===== src/ircbg_pkg.sv =====
package ircbg_pkg;

    // Field widths
    localparam int DUR_W      = 20;
    localparam int SEG_W      = 16;
    localparam int PHASE_W    = 32;
    localparam int STEP_W     = 31;
    localparam int GAIN_W     = 16;
    localparam int SAMPLE_W   = 16;
    localparam int MAG_W      = 15;
    localparam int CFG_DATA_W = 31;
    localparam int CFG_IDX_W  = 1;

    // Timing and sine table geometry
    localparam int SINE_TABLE_BITS = 10;
    localparam int QUARTER_BITS    = SINE_TABLE_BITS - 2;
    localparam int QUARTER         = 1 << QUARTER_BITS;
    localparam int SAMPLE_RATE     = 44100;
    localparam int PREAMBLE_US     = 25000;
    localparam int US_PER_S        = 1000000;
    localparam int ROUND_BIAS      = US_PER_S / 2;

    // Serial converter sizing: the product register also holds the divider remainder.
    localparam int PROD_W  = DUR_W + $clog2(SAMPLE_RATE) + 1;
    localparam int REM_W   = $clog2(US_PER_S);
    localparam int UP_W    = PROD_W - SEG_W;
    localparam int CNT_W   = $clog2(DUR_W);
    localparam longint SEG_MAX = (longint'(1) << SEG_W) - 1;

    // Preamble length in samples, rounded and saturated like any other segment.
    localparam longint PREAMBLE_RAW =
        (longint'(PREAMBLE_US) * SAMPLE_RATE + ROUND_BIAS) / US_PER_S;
    localparam logic [SEG_W-1:0] PREAMBLE_SAMPLES =
        (PREAMBLE_RAW > SEG_MAX) ? SEG_W'(SEG_MAX) : SEG_W'(PREAMBLE_RAW);

    // Gain in Q1.15
    localparam int GAIN_SHIFT = 15;
    localparam logic [GAIN_W-1:0] GAIN_FULL = GAIN_W'(1 << GAIN_SHIFT);

    // Reset values of the configuration registers
    localparam logic [STEP_W-1:0] PHASE_STEP_RESET = STEP_W'(1850439415);
    localparam logic [GAIN_W-1:0] GAIN_RESET       = GAIN_FULL;

    // Configuration register indexes
    localparam logic [CFG_IDX_W-1:0] REG_PHASE_STEP = CFG_IDX_W'(0);
    localparam logic [CFG_IDX_W-1:0] REG_GAIN       = CFG_IDX_W'(1);

    // Command codes
    localparam logic [1:0] CMD_START = 2'd0;
    localparam logic [1:0] CMD_PUSH  = 2'd1;
    localparam logic [1:0] CMD_TICK  = 2'd2;

    // Sequencer states
    typedef enum logic [2:0] {
        ST_IDLE,
        ST_MUL_DUR,
        ST_DIV,
        ST_LOAD,
        ST_TICK,
        ST_MUL_GAIN,
        ST_DONE
    } state_t;

    // Fixed-point sine series constants
    localparam logic [63:0] HALF_PI_Q30 = 64'd1686629713;
    localparam logic [63:0] ONE_Q30     = 64'd1073741824;

    typedef logic [MAG_W-1:0] sine_rom_t [0:QUARTER-1];

    // Magnitude round(32767 * sin(m * (pi/2) / QUARTER)) by a truncated Taylor series.
    function automatic logic [MAG_W-1:0] sine_mag(input int unsigned m);
        logic [63:0] x;
        logic [63:0] x2;
        logic [63:0] term;
        logic [63:0] pos;
        logic [63:0] neg;
        logic [63:0] s;
        x    = (64'(m) * HALF_PI_Q30) >> QUARTER_BITS;
        x2   = (x * x) >> 30;
        term = x;
        pos  = x;
        neg  = 64'd0;
        term = ((term * x2) >> 30) / 64'd6;
        neg  = neg + term;
        term = ((term * x2) >> 30) / 64'd20;
        pos  = pos + term;
        term = ((term * x2) >> 30) / 64'd42;
        neg  = neg + term;
        term = ((term * x2) >> 30) / 64'd72;
        pos  = pos + term;
        term = ((term * x2) >> 30) / 64'd110;
        neg  = neg + term;
        term = ((term * x2) >> 30) / 64'd156;
        pos  = pos + term;
        s = (neg > pos) ? 64'd0 : pos - neg;
        if (s > ONE_Q30)
        begin
            s = ONE_Q30;
        end
        return MAG_W'((64'd32767 * s + (ONE_Q30 >> 1)) >> 30);
    endfunction

    function automatic sine_rom_t sine_rom_build();
        sine_rom_t t;
        for (int k = 0; k < QUARTER; k++)
        begin
            t[k] = sine_mag(k);
        end
        return t;
    endfunction

    // Quarter-wave table; the peak entry at a full quarter is kept apart.
    localparam sine_rom_t        SINE_ROM  = sine_rom_build();
    localparam logic [MAG_W-1:0] SINE_PEAK = sine_mag(QUARTER);

endpackage


===== src/ir_carrier_burst_generator_top.sv =====
// Channel   Direction  Signals                                         Beat
// in        sink       in_valid, in_ready, cmd, duration_us            one command
// out       source     out_valid, out_ready, sample_left, sample_right,
//                      sample_valid, is_mark, need_duration            one result
// cfg       sink       cfg_valid, cfg_ready, cfg_index, cfg_data       one register write
//
// Every input beat gives exactly one output beat. A push or start goes straight to the
// result; a tick passes the tick state, and a mark tick then takes 16 gain multiply steps
// of the bit-serial adder. A beat that loads a new segment first takes 20 multiply and
// 16 divide steps to convert microseconds into samples, then passes the load state.
// One command is worked at a time; the next is taken while the last result waits.
// Reset clears the segment state and restores the register defaults; cfg is always ready.
module ir_carrier_burst_generator_top (
    input  logic                                clk,
    input  logic                                rst_n,
    input  logic                                in_valid,
    output logic                                in_ready,
    input  logic [1:0]                          cmd,
    input  logic [ircbg_pkg::DUR_W-1:0]         duration_us,
    output logic                                out_valid,
    input  logic                                out_ready,
    output logic signed [ircbg_pkg::SAMPLE_W-1:0] sample_left,
    output logic signed [ircbg_pkg::SAMPLE_W-1:0] sample_right,
    output logic                                sample_valid,
    output logic                                is_mark,
    output logic                                need_duration,
    input  logic                                cfg_valid,
    output logic                                cfg_ready,
    input  logic [ircbg_pkg::CFG_IDX_W-1:0]     cfg_index,
    input  logic [ircbg_pkg::CFG_DATA_W-1:0]    cfg_data
);

    localparam int PROD_W   = ircbg_pkg::PROD_W;
    localparam int SEG_W    = ircbg_pkg::SEG_W;
    localparam int REM_W    = ircbg_pkg::REM_W;
    localparam int UP_W     = ircbg_pkg::UP_W;
    localparam int CNT_W    = ircbg_pkg::CNT_W;
    localparam int DUR_W    = ircbg_pkg::DUR_W;
    localparam int GAIN_W   = ircbg_pkg::GAIN_W;
    localparam int SAMPLE_W = ircbg_pkg::SAMPLE_W;
    localparam int PHASE_W  = ircbg_pkg::PHASE_W;
    localparam int STEP_W   = ircbg_pkg::STEP_W;
    localparam int MAG_W    = ircbg_pkg::MAG_W;
    localparam int QB       = ircbg_pkg::QUARTER_BITS;
    localparam int TB       = ircbg_pkg::SINE_TABLE_BITS;

    // Control state
    ircbg_pkg::state_t    state_reg, state_next;
    logic                 out_valid_reg, out_valid_next;
    logic [SEG_W-1:0]     remaining_reg, remaining_next;
    logic                 level_reg, level_next;
    logic [PHASE_W-1:0]   phase_reg, phase_next;
    logic                 pend_valid_reg, pend_valid_next;
    logic                 active_reg, active_next;
    logic [STEP_W-1:0]    phase_step_reg;
    logic [GAIN_W-1:0]    gain_reg;
    logic [CNT_W-1:0]     cnt_reg, cnt_next;

    // Datapath registers
    logic [1:0]           cmd_reg, cmd_next;
    logic [DUR_W-1:0]     pend_dur_reg, pend_dur_next;
    logic [PROD_W-1:0]    prod_reg, prod_next;
    logic [PROD_W-1:0]    mcand_reg, mcand_next;
    logic [DUR_W-1:0]     mplier_reg, mplier_next;
    logic                 neg_reg, neg_next;
    logic                 sat_reg, sat_next;
    logic [SAMPLE_W-1:0]  res_left_reg, res_left_next;
    logic                 res_valid_reg, res_valid_next;
    logic                 res_mark_reg, res_mark_next;
    logic [SAMPLE_W-1:0]  out_left_reg;
    logic [SAMPLE_W-1:0]  out_right_reg;
    logic                 out_svalid_reg;
    logic                 out_mark_reg;
    logic                 out_need_reg;

    // Shared helpers
    logic                 in_fire;
    logic                 out_load;
    logic [PROD_W-1:0]    prod_add;
    logic [REM_W:0]       div_trial;
    logic                 div_ge;
    logic [REM_W-1:0]     div_rem;
    logic [TB-1:0]        sine_k;
    logic [1:0]           sine_q;
    logic [QB-1:0]        sine_r;
    logic [QB-1:0]        sine_mirror;
    logic [MAG_W-1:0]     sine_mag;
    logic [GAIN_W-1:0]    gain_clamped;
    logic [SAMPLE_W-1:0]  prod_scaled;
    logic                 load_now;

    assign in_fire  = in_valid && in_ready;
    assign out_load = (state_reg == ircbg_pkg::ST_DONE) && (!out_valid_reg || out_ready);

    // Shift-add step shared by the duration and gain multiplies.
    assign prod_add = prod_reg + (mplier_reg[0] ? mcand_reg : PROD_W'(0));

    // Restoring divide step by one million: remainder sits above the quotient bits.
    assign div_trial = {prod_reg[SEG_W +: REM_W], prod_reg[SEG_W-1]};
    assign div_ge    = div_trial >= (REM_W+1)'(ircbg_pkg::US_PER_S);
    assign div_rem   = div_ge ? REM_W'(div_trial - (REM_W+1)'(ircbg_pkg::US_PER_S))
                              : div_trial[REM_W-1:0];

    // Quarter-wave sine lookup from the top phase bits.
    assign sine_k      = phase_reg[PHASE_W-1 -: TB];
    assign sine_q      = sine_k[TB-1 -: 2];
    assign sine_r      = sine_k[QB-1:0];
    assign sine_mirror = QB'(ircbg_pkg::QUARTER - int'(sine_r));
    assign sine_mag    = (sine_q[0] && (sine_r == '0)) ? ircbg_pkg::SINE_PEAK
                       : ircbg_pkg::SINE_ROM[sine_q[0] ? sine_mirror : sine_r];

    assign gain_clamped = (gain_reg > ircbg_pkg::GAIN_FULL) ? ircbg_pkg::GAIN_FULL : gain_reg;
    assign prod_scaled  = prod_add[ircbg_pkg::GAIN_SHIFT +: SAMPLE_W];

    // A tick loads the next segment when the current one is used up.
    assign load_now = (remaining_reg == '0) && active_reg && pend_valid_reg;

    // Next state
    always_comb
    begin
        state_next = state_reg;
        unique case (state_reg)
            ircbg_pkg::ST_IDLE:
            begin
                if (in_fire)
                begin
                    priority case (cmd)
                        ircbg_pkg::CMD_PUSH:
                            state_next = ((remaining_reg == '0) && active_reg)
                                       ? ircbg_pkg::ST_MUL_DUR : ircbg_pkg::ST_DONE;
                        ircbg_pkg::CMD_TICK:
                            state_next = load_now ? ircbg_pkg::ST_MUL_DUR
                                                  : ircbg_pkg::ST_TICK;
                        default:
                            state_next = ircbg_pkg::ST_DONE;
                    endcase
                end
            end
            ircbg_pkg::ST_MUL_DUR:
            begin
                if (cnt_reg == CNT_W'(DUR_W - 1))
                begin
                    state_next = ircbg_pkg::ST_DIV;
                end
            end
            ircbg_pkg::ST_DIV:
            begin
                if (cnt_reg == CNT_W'(SEG_W - 1))
                begin
                    state_next = ircbg_pkg::ST_LOAD;
                end
            end
            ircbg_pkg::ST_LOAD:
            begin
                state_next = (cmd_reg == ircbg_pkg::CMD_TICK) ? ircbg_pkg::ST_TICK
                                                              : ircbg_pkg::ST_DONE;
            end
            ircbg_pkg::ST_TICK:
            begin
                state_next = ((remaining_reg != '0) && level_reg) ? ircbg_pkg::ST_MUL_GAIN
                                                                  : ircbg_pkg::ST_DONE;
            end
            ircbg_pkg::ST_MUL_GAIN:
            begin
                if (cnt_reg == CNT_W'(GAIN_W - 1))
                begin
                    state_next = ircbg_pkg::ST_DONE;
                end
            end
            ircbg_pkg::ST_DONE:
            begin
                if (out_load)
                begin
                    state_next = ircbg_pkg::ST_IDLE;
                end
            end
            default:
            begin
                state_next = ircbg_pkg::ST_IDLE;
            end
        endcase
    end

    // Handshake outputs
    assign in_ready  = (state_reg == ircbg_pkg::ST_IDLE);
    assign cfg_ready = 1'b1;

    // Datapath and segment state updates
    always_comb
    begin
        out_valid_next  = out_valid_reg;
        remaining_next  = remaining_reg;
        level_next      = level_reg;
        phase_next      = phase_reg;
        pend_valid_next = pend_valid_reg;
        active_next     = active_reg;
        cnt_next        = cnt_reg;
        cmd_next        = cmd_reg;
        pend_dur_next   = pend_dur_reg;
        prod_next       = prod_reg;
        mcand_next      = mcand_reg;
        mplier_next     = mplier_reg;
        neg_next        = neg_reg;
        sat_next        = sat_reg;
        res_left_next   = res_left_reg;
        res_valid_next  = res_valid_reg;
        res_mark_next   = res_mark_reg;

        if (out_valid_reg && out_ready)
        begin
            out_valid_next = 1'b0;
        end

        unique case (state_reg)
            ircbg_pkg::ST_IDLE:
            begin
                if (in_fire)
                begin
                    cmd_next       = cmd;
                    res_left_next  = '0;
                    res_valid_next = 1'b0;
                    res_mark_next  = 1'b0;
                    cnt_next       = '0;
                    prod_next      = PROD_W'(ircbg_pkg::ROUND_BIAS);
                    mcand_next     = PROD_W'(ircbg_pkg::SAMPLE_RATE);
                    mplier_next    = pend_dur_reg;
                    priority case (cmd)
                        ircbg_pkg::CMD_START:
                        begin
                            pend_valid_next = 1'b0;
                            level_next      = 1'b0;
                            active_next     = 1'b1;
                            remaining_next  = ircbg_pkg::PREAMBLE_SAMPLES;
                            phase_next      = PHASE_W'(phase_step_reg >> 1);
                        end
                        ircbg_pkg::CMD_PUSH:
                        begin
                            if (!pend_valid_reg)
                            begin
                                pend_dur_next = duration_us;
                                mplier_next   = duration_us;
                            end
                            pend_valid_next = 1'b1;
                        end
                        default:
                        begin
                            pend_valid_next = pend_valid_reg;
                        end
                    endcase
                end
            end
            ircbg_pkg::ST_MUL_DUR:
            begin
                prod_next   = prod_add;
                mcand_next  = {mcand_reg[PROD_W-2:0], 1'b0};
                mplier_next = {1'b0, mplier_reg[DUR_W-1:1]};
                cnt_next    = (cnt_reg == CNT_W'(DUR_W - 1)) ? '0 : cnt_reg + 1'b1;
            end
            ircbg_pkg::ST_DIV:
            begin
                if (cnt_reg == '0)
                begin
                    sat_next = prod_reg[PROD_W-1:SEG_W] >= UP_W'(ircbg_pkg::US_PER_S);
                end
                prod_next = {UP_W'(div_rem), prod_reg[SEG_W-2:0], div_ge};
                cnt_next  = cnt_reg + 1'b1;
            end
            ircbg_pkg::ST_LOAD:
            begin
                level_next      = !level_reg;
                remaining_next  = sat_reg ? SEG_W'(ircbg_pkg::SEG_MAX) : prod_reg[SEG_W-1:0];
                phase_next      = PHASE_W'(phase_step_reg >> 1);
                pend_valid_next = 1'b0;
            end
            ircbg_pkg::ST_TICK:
            begin
                cnt_next    = '0;
                prod_next   = '0;
                mcand_next  = PROD_W'(sine_mag);
                mplier_next = DUR_W'(gain_clamped);
                neg_next    = sine_q[1];
                if (remaining_reg != '0)
                begin
                    res_valid_next = 1'b1;
                    res_mark_next  = level_reg;
                    remaining_next = remaining_reg - 1'b1;
                    phase_next     = phase_reg + PHASE_W'(phase_step_reg);
                end
            end
            ircbg_pkg::ST_MUL_GAIN:
            begin
                prod_next   = prod_add;
                mcand_next  = {mcand_reg[PROD_W-2:0], 1'b0};
                mplier_next = {1'b0, mplier_reg[DUR_W-1:1]};
                cnt_next    = cnt_reg + 1'b1;
                if (cnt_reg == CNT_W'(GAIN_W - 1))
                begin
                    res_left_next = neg_reg ? SAMPLE_W'(-prod_scaled) : prod_scaled;
                end
            end
            ircbg_pkg::ST_DONE:
            begin
                if (out_load)
                begin
                    out_valid_next = 1'b1;
                end
            end
            default:
            begin
                cnt_next = '0;
            end
        endcase
    end

    // Control registers
    always_ff @(posedge clk or negedge rst_n)
    begin
        if (!rst_n)
        begin
            state_reg      <= ircbg_pkg::ST_IDLE;
            out_valid_reg  <= 1'b0;
            remaining_reg  <= '0;
            level_reg      <= 1'b0;
            phase_reg      <= '0;
            pend_valid_reg <= 1'b0;
            active_reg     <= 1'b0;
            cnt_reg        <= '0;
            phase_step_reg <= ircbg_pkg::PHASE_STEP_RESET;
            gain_reg       <= ircbg_pkg::GAIN_RESET;
        end
        else
        begin
            state_reg      <= state_next;
            out_valid_reg  <= out_valid_next;
            remaining_reg  <= remaining_next;
            level_reg      <= level_next;
            phase_reg      <= phase_next;
            pend_valid_reg <= pend_valid_next;
            active_reg     <= active_next;
            cnt_reg        <= cnt_next;
            if (cfg_valid && cfg_ready)
            begin
                unique case (cfg_index)
                    ircbg_pkg::REG_PHASE_STEP: phase_step_reg <= cfg_data[STEP_W-1:0];
                    ircbg_pkg::REG_GAIN:       gain_reg       <= cfg_data[GAIN_W-1:0];
                    default:                   gain_reg       <= gain_reg;
                endcase
            end
        end
    end

    // Payload registers
    always_ff @(posedge clk)
    begin
        cmd_reg       <= cmd_next;
        pend_dur_reg  <= pend_dur_next;
        prod_reg      <= prod_next;
        mcand_reg     <= mcand_next;
        mplier_reg    <= mplier_next;
        neg_reg       <= neg_next;
        sat_reg       <= sat_next;
        res_left_reg  <= res_left_next;
        res_valid_reg <= res_valid_next;
        res_mark_reg  <= res_mark_next;
        if (out_load)
        begin
            out_left_reg   <= res_left_reg;
            out_right_reg  <= SAMPLE_W'(-res_left_reg);
            out_svalid_reg <= res_valid_reg;
            out_mark_reg   <= res_mark_reg;
            out_need_reg   <= !pend_valid_reg;
        end
    end

    // Output port drive
    assign out_valid     = out_valid_reg;
    assign sample_left   = out_left_reg;
    assign sample_right  = out_right_reg;
    assign sample_valid  = out_svalid_reg;
    assign is_mark       = out_mark_reg;
    assign need_duration = out_need_reg;

    // A silent or idle result never carries a sample value.
    assert property (@(posedge clk) disable iff (!rst_n)
        (out_valid && !sample_valid) |-> (sample_left == '0))
        else $error("nonzero sample on an invalid result");

    // The mark flag only comes with a valid sample.
    assert property (@(posedge clk) disable iff (!rst_n)
        (out_valid && is_mark) |-> sample_valid)
        else $error("mark flagged without a sample");

    // A segment load always empties the pending slot.
    assert property (@(posedge clk) disable iff (!rst_n)
        (state_reg == ircbg_pkg::ST_LOAD) |=> !pend_valid_reg)
        else $error("pending duration survived a segment load");

    // An accepted command always leaves the idle state.
    assert property (@(posedge clk) disable iff (!rst_n)
        in_fire |=> (state_reg != ircbg_pkg::ST_IDLE))
        else $error("accepted command was not processed");

    // The serial step counter stays inside the longest operand.
    assert property (@(posedge clk) disable iff (!rst_n)
        (state_reg == ircbg_pkg::ST_MUL_DUR || state_reg == ircbg_pkg::ST_DIV ||
         state_reg == ircbg_pkg::ST_MUL_GAIN) |-> (cnt_reg < CNT_W'(DUR_W)))
        else $error("serial step counter out of range");

endmodule


===== config.mk =====
export PLATFORM = sky130hd
export DESIGN_NAME = ir_carrier_burst_generator_top
export DESIGN_NICKNAME = d
export VERILOG_FILES = /design/src/ircbg_pkg.sv /design/src/ir_carrier_burst_generator_top.sv
export SDC_FILE = /design/constraint.sdc
export NUM_CORES = 1
export LEC_CHECK = 0
export ABC_AREA = 1
export BUFFER_PORTS_ARGS = -buffer_cell sky130_fd_sc_hd__buf_2
export CAP_MARGIN = 20
export CORE_AREA = 2 2 214 258
export DETAILED_ROUTE_END_ITERATION = 10
export DIE_AREA = 0 0 216 260
export GPL_ROUTABILITY_DRIVEN = 0
export PLACE_DENSITY = 0.53
export SYNTH_ARGS = -nofsm -noshare
export SYNTH_HDL_FRONTEND = slang
export SYNTH_SLANG_ARGS = --single-unit

===== constraint.sdc =====
create_clock -name clk -period 7.4 [get_ports clk]
set_input_delay 0.37 -clock clk [delete_from_list [all_inputs] [get_ports clk]]
set_output_delay 0.37 -clock clk [all_outputs]
set_load 0.02 [all_outputs]

### Word-level counts from Yosys, hierarchy flattened

Memories as Yosys holds them, arrays and structs flattened.
Index checks and enable logic that the tools add are counted.

| cells by class | value |
|---|---|
| add/sub/neg operators | 8 |
| $lt $le $gt $ge | 4 |
| equality and inequality tests | 19 |
| mux-type cells | 56 |
| bitwise gates (word level) | 3 |
| reduce and logical (&&, ||, !) cells | 40 |

Operators by type and width:

| kind | count |
|---|---|
| $pmux 37 s4 | 1 |
| $mux 16 | 8 |
| $mux 37 | 3 |
| $pmux 37 s3 | 1 |
| $mux 32 | 3 |
| $pmux 32 s3 | 1 |
| $mux 20 | 4 |
| $pmux 20 s3 | 1 |
| $pmux 16 s3 | 1 |
| $mux 15 | 3 |
| $ge 21x20->1 const B | 2 |
| $add 37x37->37 | 1 |
| $add 32x31->32 | 1 |
| $neg 16->16 | 2 |
| $pmux 16 s2 | 1 |
| $mux 3 | 7 |
| $pmux 3 s7 | 1 |
| $pmux 5 s4 | 1 |
| $sub 20x20->20 const B | 1 |
| $gt 16x16->1 const B | 1 |
| $logic_not 16->1 | 1 |
| $reduce_bool 16->1 | 1 |
| $sub 16x1->16 const B | 1 |
| $reduce_and 3->1 | 5 |
| 35 further kinds | 78 |

| word-level totals | value |
|---|---|
| register bits after elaboration | 278 |
| memory bits (read-only) | 3840 |
| input port bits | 59 |
| output and inout port bits | 38 |
| logic and storage cells | 156 |
| memories | 1 |

Memories:

| memory | words | width | rd ports | clocked after Yosys merged registers in | wr ports | line | RTL |
|---|---|---|---|---|---|---|---|
| (no name shown) | 256 | 15 | 1 | 0 | 0 | ir_carrier_burst_generator_top.sv:110 | `: ircbg_pkg::SINE_ROM[sine_q[0] ? sine_mirror : sine_r];` |

### Longest topological paths before layout

| depth | value |
|---|---|
| word-level depth | 8 |
| depth in mapped cells | 24 |
| depth with buffers taken out | 22 |

### Least setup slack after synthesis

No wires, ideal clock.

| path | value |
|---|---|
| path kind | register -> register |
| start | register state_reg[1] |
| end | register prod_reg[0] (enable) |
| data arrival time | 2844 ps |
| setup slack | 4164 ps |
| cell stages (with the launch flop) | 11 |
| period minus slack after synthesis | 3236 ps |
| path through | dfrtp_1 nor2_1 inv_1 nor2_2 inv_1 nor2_1 inv_1 nand2_1 inv_1 nor2_1 inv_1 |

| on the way | value |
|---|---|
| longest elaborated chain between the ends | 4 |
| elaborated cells between the ends (all ways) | 10 |
| those cells by class | eq/ne (5); reduce/logical (5) |

Ends and longest elaborated chain:

| what | line | RTL |
|---|---|---|
| start: declaration | ir_carrier_burst_generator_top.sv:48 | `ircbg_pkg::state_t state_reg, state_next;` |
| start signal: assignment | ir_carrier_burst_generator_top.sv:320 | `state_reg <= ircbg_pkg::ST_IDLE;` |
| start signal: assignment | ir_carrier_burst_generator_top.sv:333 | `state_reg <= state_next;` |
| $logic_not 3->1 * | ir_carrier_burst_generator_top.sv:185 | `assign in_ready = (state_reg == ircbg_pkg::ST_IDLE);` |
| via in_ready | ir_carrier_burst_generator_top.sv:17 | `output logic in_ready,` |
| $logic_and 1x1->1 | ir_carrier_burst_generator_top.sv:92 | `assign in_fire = in_valid && in_ready;` |
| $ne 2x1->1 (no source line) | n/a |  |
| $reduce_and 2->1 (no source line) * | n/a |  |
| end signal: assignment | ir_carrier_burst_generator_top.sv:357 | `prod_reg <= prod_next;` |
| end: declaration | ir_carrier_burst_generator_top.sv:62 | `logic [PROD_W-1:0] prod_reg, prod_next;` |

The timed path passes the listed nets; every way through them passes the cells marked *.
A chain may end at the register's enable or synchronous reset.

### Worst setup path after layout

| path | value |
|---|---|
| start | register phase_reg[22] |
| end | register mcand_reg[9] (data pin) |

| on the way | value |
|---|---|
| longest elaborated chain between the ends | 8 |
| elaborated cells between the ends (all ways) | 10 |
| those cells by class | add/sub (1); mux (5); bitwise (1); reduce/logical (2); memory (1) |

Ends and longest elaborated chain:

| what | line | RTL |
|---|---|---|
| start: declaration | ir_carrier_burst_generator_top.sv:52 | `logic [PHASE_W-1:0] phase_reg, phase_next;` |
| start signal: assignment | ir_carrier_burst_generator_top.sv:337 | `phase_reg <= phase_next;` |
| $sub 1x8->8 | ir_carrier_burst_generator_top.sv:108 | `assign sine_mirror = QB'(ircbg_pkg::QUARTER - int'(sine_r));` |
| $mux 8 | ir_carrier_burst_generator_top.sv:110 |  |
| $not 8->9 | ir_carrier_burst_generator_top.sv:110 |  |
| $mem_v2 256x15 | n/a |  |
| $mux 15 (2 in a row) | ir_carrier_burst_generator_top.sv:110 |  |
| $mux 15 * | ir_carrier_burst_generator_top.sv:109 | `assign sine_mag = (sine_q[0] && (sine_r == '0)) ? ircbg_pkg::SINE_PEAK` |
| $pmux 37 s3 * | ir_carrier_burst_generator_top.sv:214 | `unique case (state_reg)` |
| via mcand_next[9] | ir_carrier_burst_generator_top.sv:63 | `logic [PROD_W-1:0] mcand_reg, mcand_next;` |
| end signal: assignment | ir_carrier_burst_generator_top.sv:358 | `mcand_reg <= mcand_next;` |
| end: declaration | ir_carrier_burst_generator_top.sv:63 |  |

The timed path passes the listed nets; every way through them passes the cells marked *. The select of a mux whose other input is x is not followed.

==> impl_metrics.csv <==
group,metric,value,unit
final_layout,final-seq-area,7810,um2
critical_path,rr_worst_depth,14,
cts,clk_pin_slew,60,ps
cts,cts_tree,"yes",
drt,drtPass1Iterations,11,
place,dp_cells,3704,
drt,vias,20996,
global_route,overflow,0,
global_route,met2_usage,42.1,%
synth,syn-instance-count,2977,
drt,drt_wl_total,69700,um
cts,cts-resized-gates,0,
timing,fin_crit,4470,ps
global_route,antenna_found_initial,4,
critical_path,cp-end-kind,"register",
cts,cts_max_level,1,
global_route,grt_max_degree,68,
final_layout,layout.nets,3211,
timing,maxSlewViolCount,0,
floorplan,die_area,56200,um2
floorplan,start_util,39.7,%
timing,setup-violations-final,0,
final_layout,layout_commonest_cell,"nand2_1",
synth,synth_nets,3145,
critical_path,crit_type,"reg -> reg",
synth,ys_seq_elements,277,
place,dp_hpwl,51000,um
final_layout,layout_common_cells,"nand2_1 (827), inv_1 (385), o21ai_0 (273)",
min_path,hold_depth,2,
floorplan,die_h,260,um
timing,rsz0062_at_grt,"no",
floorplan,row_count,93,
timing,slew_headroom,35.9,%
global_route,grt_usage,24.3,%
cts,cts.sinks,277,
critical_path,crit_fanout,39,
global_route,use_met3,3.82,%
floorplan,die_w,216,um
synth,synth.distinct_cells,66,
global_route,gr-max-usage-layer,"met2",
drt,vias_per_cell,5.55,
flow_run,maxCapViolCount,0,
timing,timing.final.crit_share,60.4,%
synth,yosysWarnings,0,
synth,ys.flop_type,"edfxtp_1",
drt,antenna_left,0,
min_path,holdCritPathClass,"in -> reg",
critical_path,cp.required,7740,ps
cts,worst_skew_pair.late_latency,590,ps
final_layout,area_growth,10.7,%
final_layout,drive_gt1_share,9.81,%
synth,synth_edf_count,170,
synth,syn_avg_cell_area,7.15,um2
floorplan,num_io_pins,97,
cts,root_buffer,"clkbuf_16",
synth,synthArstFlopShare,38.6,%
outcome,failed_checks,"design-rule violations",
drt,wl_per_cell,18.4,um
timing,fmax,224,MHz
timing,worst_pin_slew,959,ps
critical_path,cpPeakStageDelay,700,ps
synth,yosysSeqAreaShare,36.7,%
critical_path,arrival,4820,ps
outcome,status,"finished, violations left",
floorplan,core-area,53500,um2
global_route,use_met1,29.8,%
final_layout,instances_no_fill,3782,
timing,finalSetupTns,0,ps
final_layout,nFillCells,5626,
place,port_buffers,95,
critical_path,slowest_stage,"inv_2",
critical_path,cp_cell_sequence,"inv_2 > ha_1 > o21ai_2 > nand2_2 > inv_2 > nor2_1 > o21ai_1 > o21ai_0 > o21ai_0 > o211ai_1 > nand2_1 > nand3_1 > nand3_1 > nand2_1",
global_route,grt_pass1_vias,20257,
synth,synth_area,21300,um2
drt,drc_errors,16,
cts,cts_max_path_buffers,3,
cts,cts_buffers,31,
timing,finalClockSkew,10.9,ps
critical_path,start_kind,"register",
timing,finalHoldViolCount,0,
global_route,grt_pass1_wl,110000,um
drt,drt_iter0_markers,2336,
final_layout,multi_input_area,11500,um2
-- synthesized netlist by cell type (all sizes together) (2+ instances only) --
| cell type | number | area [um2] |
|---|---|---|
| nor4 | 13 | 96.3 |
| inv | 404 | 1520 |
| mux2 | 34 | 383 |
| xor2 | 31 | 287 |
| or2 | 11 | 68.8 |
| dfstp | 22 | 578 |
| o31ai | 11 | 82.6 |
| a221oi | 3 | 26.3 |
| a31oi | 14 | 87.6 |
| ha | 107 | 1340 |
| a32oi | 2 | 17.5 |
| nand3b | 2 | 15.0 |
| dfrtp | 85 | 2130 |
| o21bai | 7 | 56.3 |
| o22ai | 21 | 131 |
| o221ai | 6 | 52.6 |
| a211oi | 3 | 22.5 |
| fa | 2 | 40.0 |
| nor2 | 259 | 1040 |
| a21oi | 162 | 815 |
| nand2 | 837 | 3170 |
| xnor2 | 12 | 105 |
| clkbuf | 46 | 173 |
| o211ai | 32 | 240 |
| o21ai | 296 | 1500 |
| buf | 56 | 337 |
| o2111ai | 7 | 61.3 |
| o21a | 3 | 22.5 |
| nand4 | 37 | 231 |
| o41ai | 3 | 26.3 |
| a22o | 6 | 52.6 |
| a21o | 4 | 30.0 |
| edfxtp | 170 | 5100 |
| nand3 | 221 | 1130 |
| a31o | 2 | 17.5 |
| and2 | 3 | 18.8 |
| nor3b | 3 | 22.5 |
| nor3 | 29 | 160 |
| a21boi | 4 | 30.0 |
-- metal layers --
metal	wire, um	vias up	share of wire (%)
li1	-	10053	-
met1	27900	9762	40
met2	33300	884	48
met3	4960	297	7.1
met4	3500	0	5.0
met5	0	-	0
-- final cells by class --
type	instances	area share, %
antenna	2	0.0213
tap	712	3.78
inverter	405	6.48
clock inverter	16	0.659
sequential	277	33.2
timing repair buffer	135	3.50
multi-input combinational	2193	48.7
clock buffer	42	3.70
-- logic make-up after synthesis --
group           count (synthesis)  synth area share (%)
flops                         277                  36.7
buf+inv                       507                  9.56
compound gates                589                  15.5
other cells                     1                0.0176
mux                            34                  1.80
simple gates                 1417                  28.1
fa+ha+maj                     109                  6.48
xor+xnor                       43                  1.84
-- per-stage QoR --
stage / hold slack (ps) / util (%) / setup slack, ps / area [um2]
final: 31.4 / 44.0 / 2930 / 23600
after global routing: 14.7 / 44.0 / 2660 / 23500
after CTS: 6.15 / 44.0 / 3140 / 23500
after detailed placement: 424 / 41.7 / 3150 / 22300
after global placement: 448 / 41.7 / 3190 / 22300
after floorplan: 74.4 / - / 4160 / 21300
-- repair_timing --
| action | 4_1_cts | 5_1_grt |
|---|---|---|
| hold endpoints to repair | 52 | 0 |
| buffers inserted | 0 | 0 |
| hold buffers | 18 | 0 |
-- worst max-delay path, delay by kind of cell (launching register included) --
family	cells	cell delay [ps]
AO/OA/AOI/OAI	5	1170
AND/OR/NAND/NOR	6	1150
buffers and inverters	2	970
flip-flops	1	590
adder cells (fa/ha/maj)	1	320
-- worst paths after layout --
path	from	endpoint	slack (ps)
setup / recovery	phase_reg[22]$_DFFE_PN0P_	mcand_reg[9]$_DFFE_PP_	2930
hold / removal	cfg_data[24]	phase_step_reg[24]$_DFFE_PN0P_	30
setup reg to reg	phase_reg[22]$_DFFE_PN0P_	mcand_reg[9]$_DFFE_PP_	2930
hold reg to reg	res_mark_reg$_SDFFCE_PN0P_	is_mark$_DFFE_PP_	450
max in group asynchronous	rst_n	gain_reg[5]$_DFFE_PN0P_	5780
min in group asynchronous	rst_n	gain_reg[12]$_DFFE_PN0P_	360
Power is left out: the tool's default activity adds up to more than one toggle a clock period on the data nets, which glitch-free logic cannot reach.
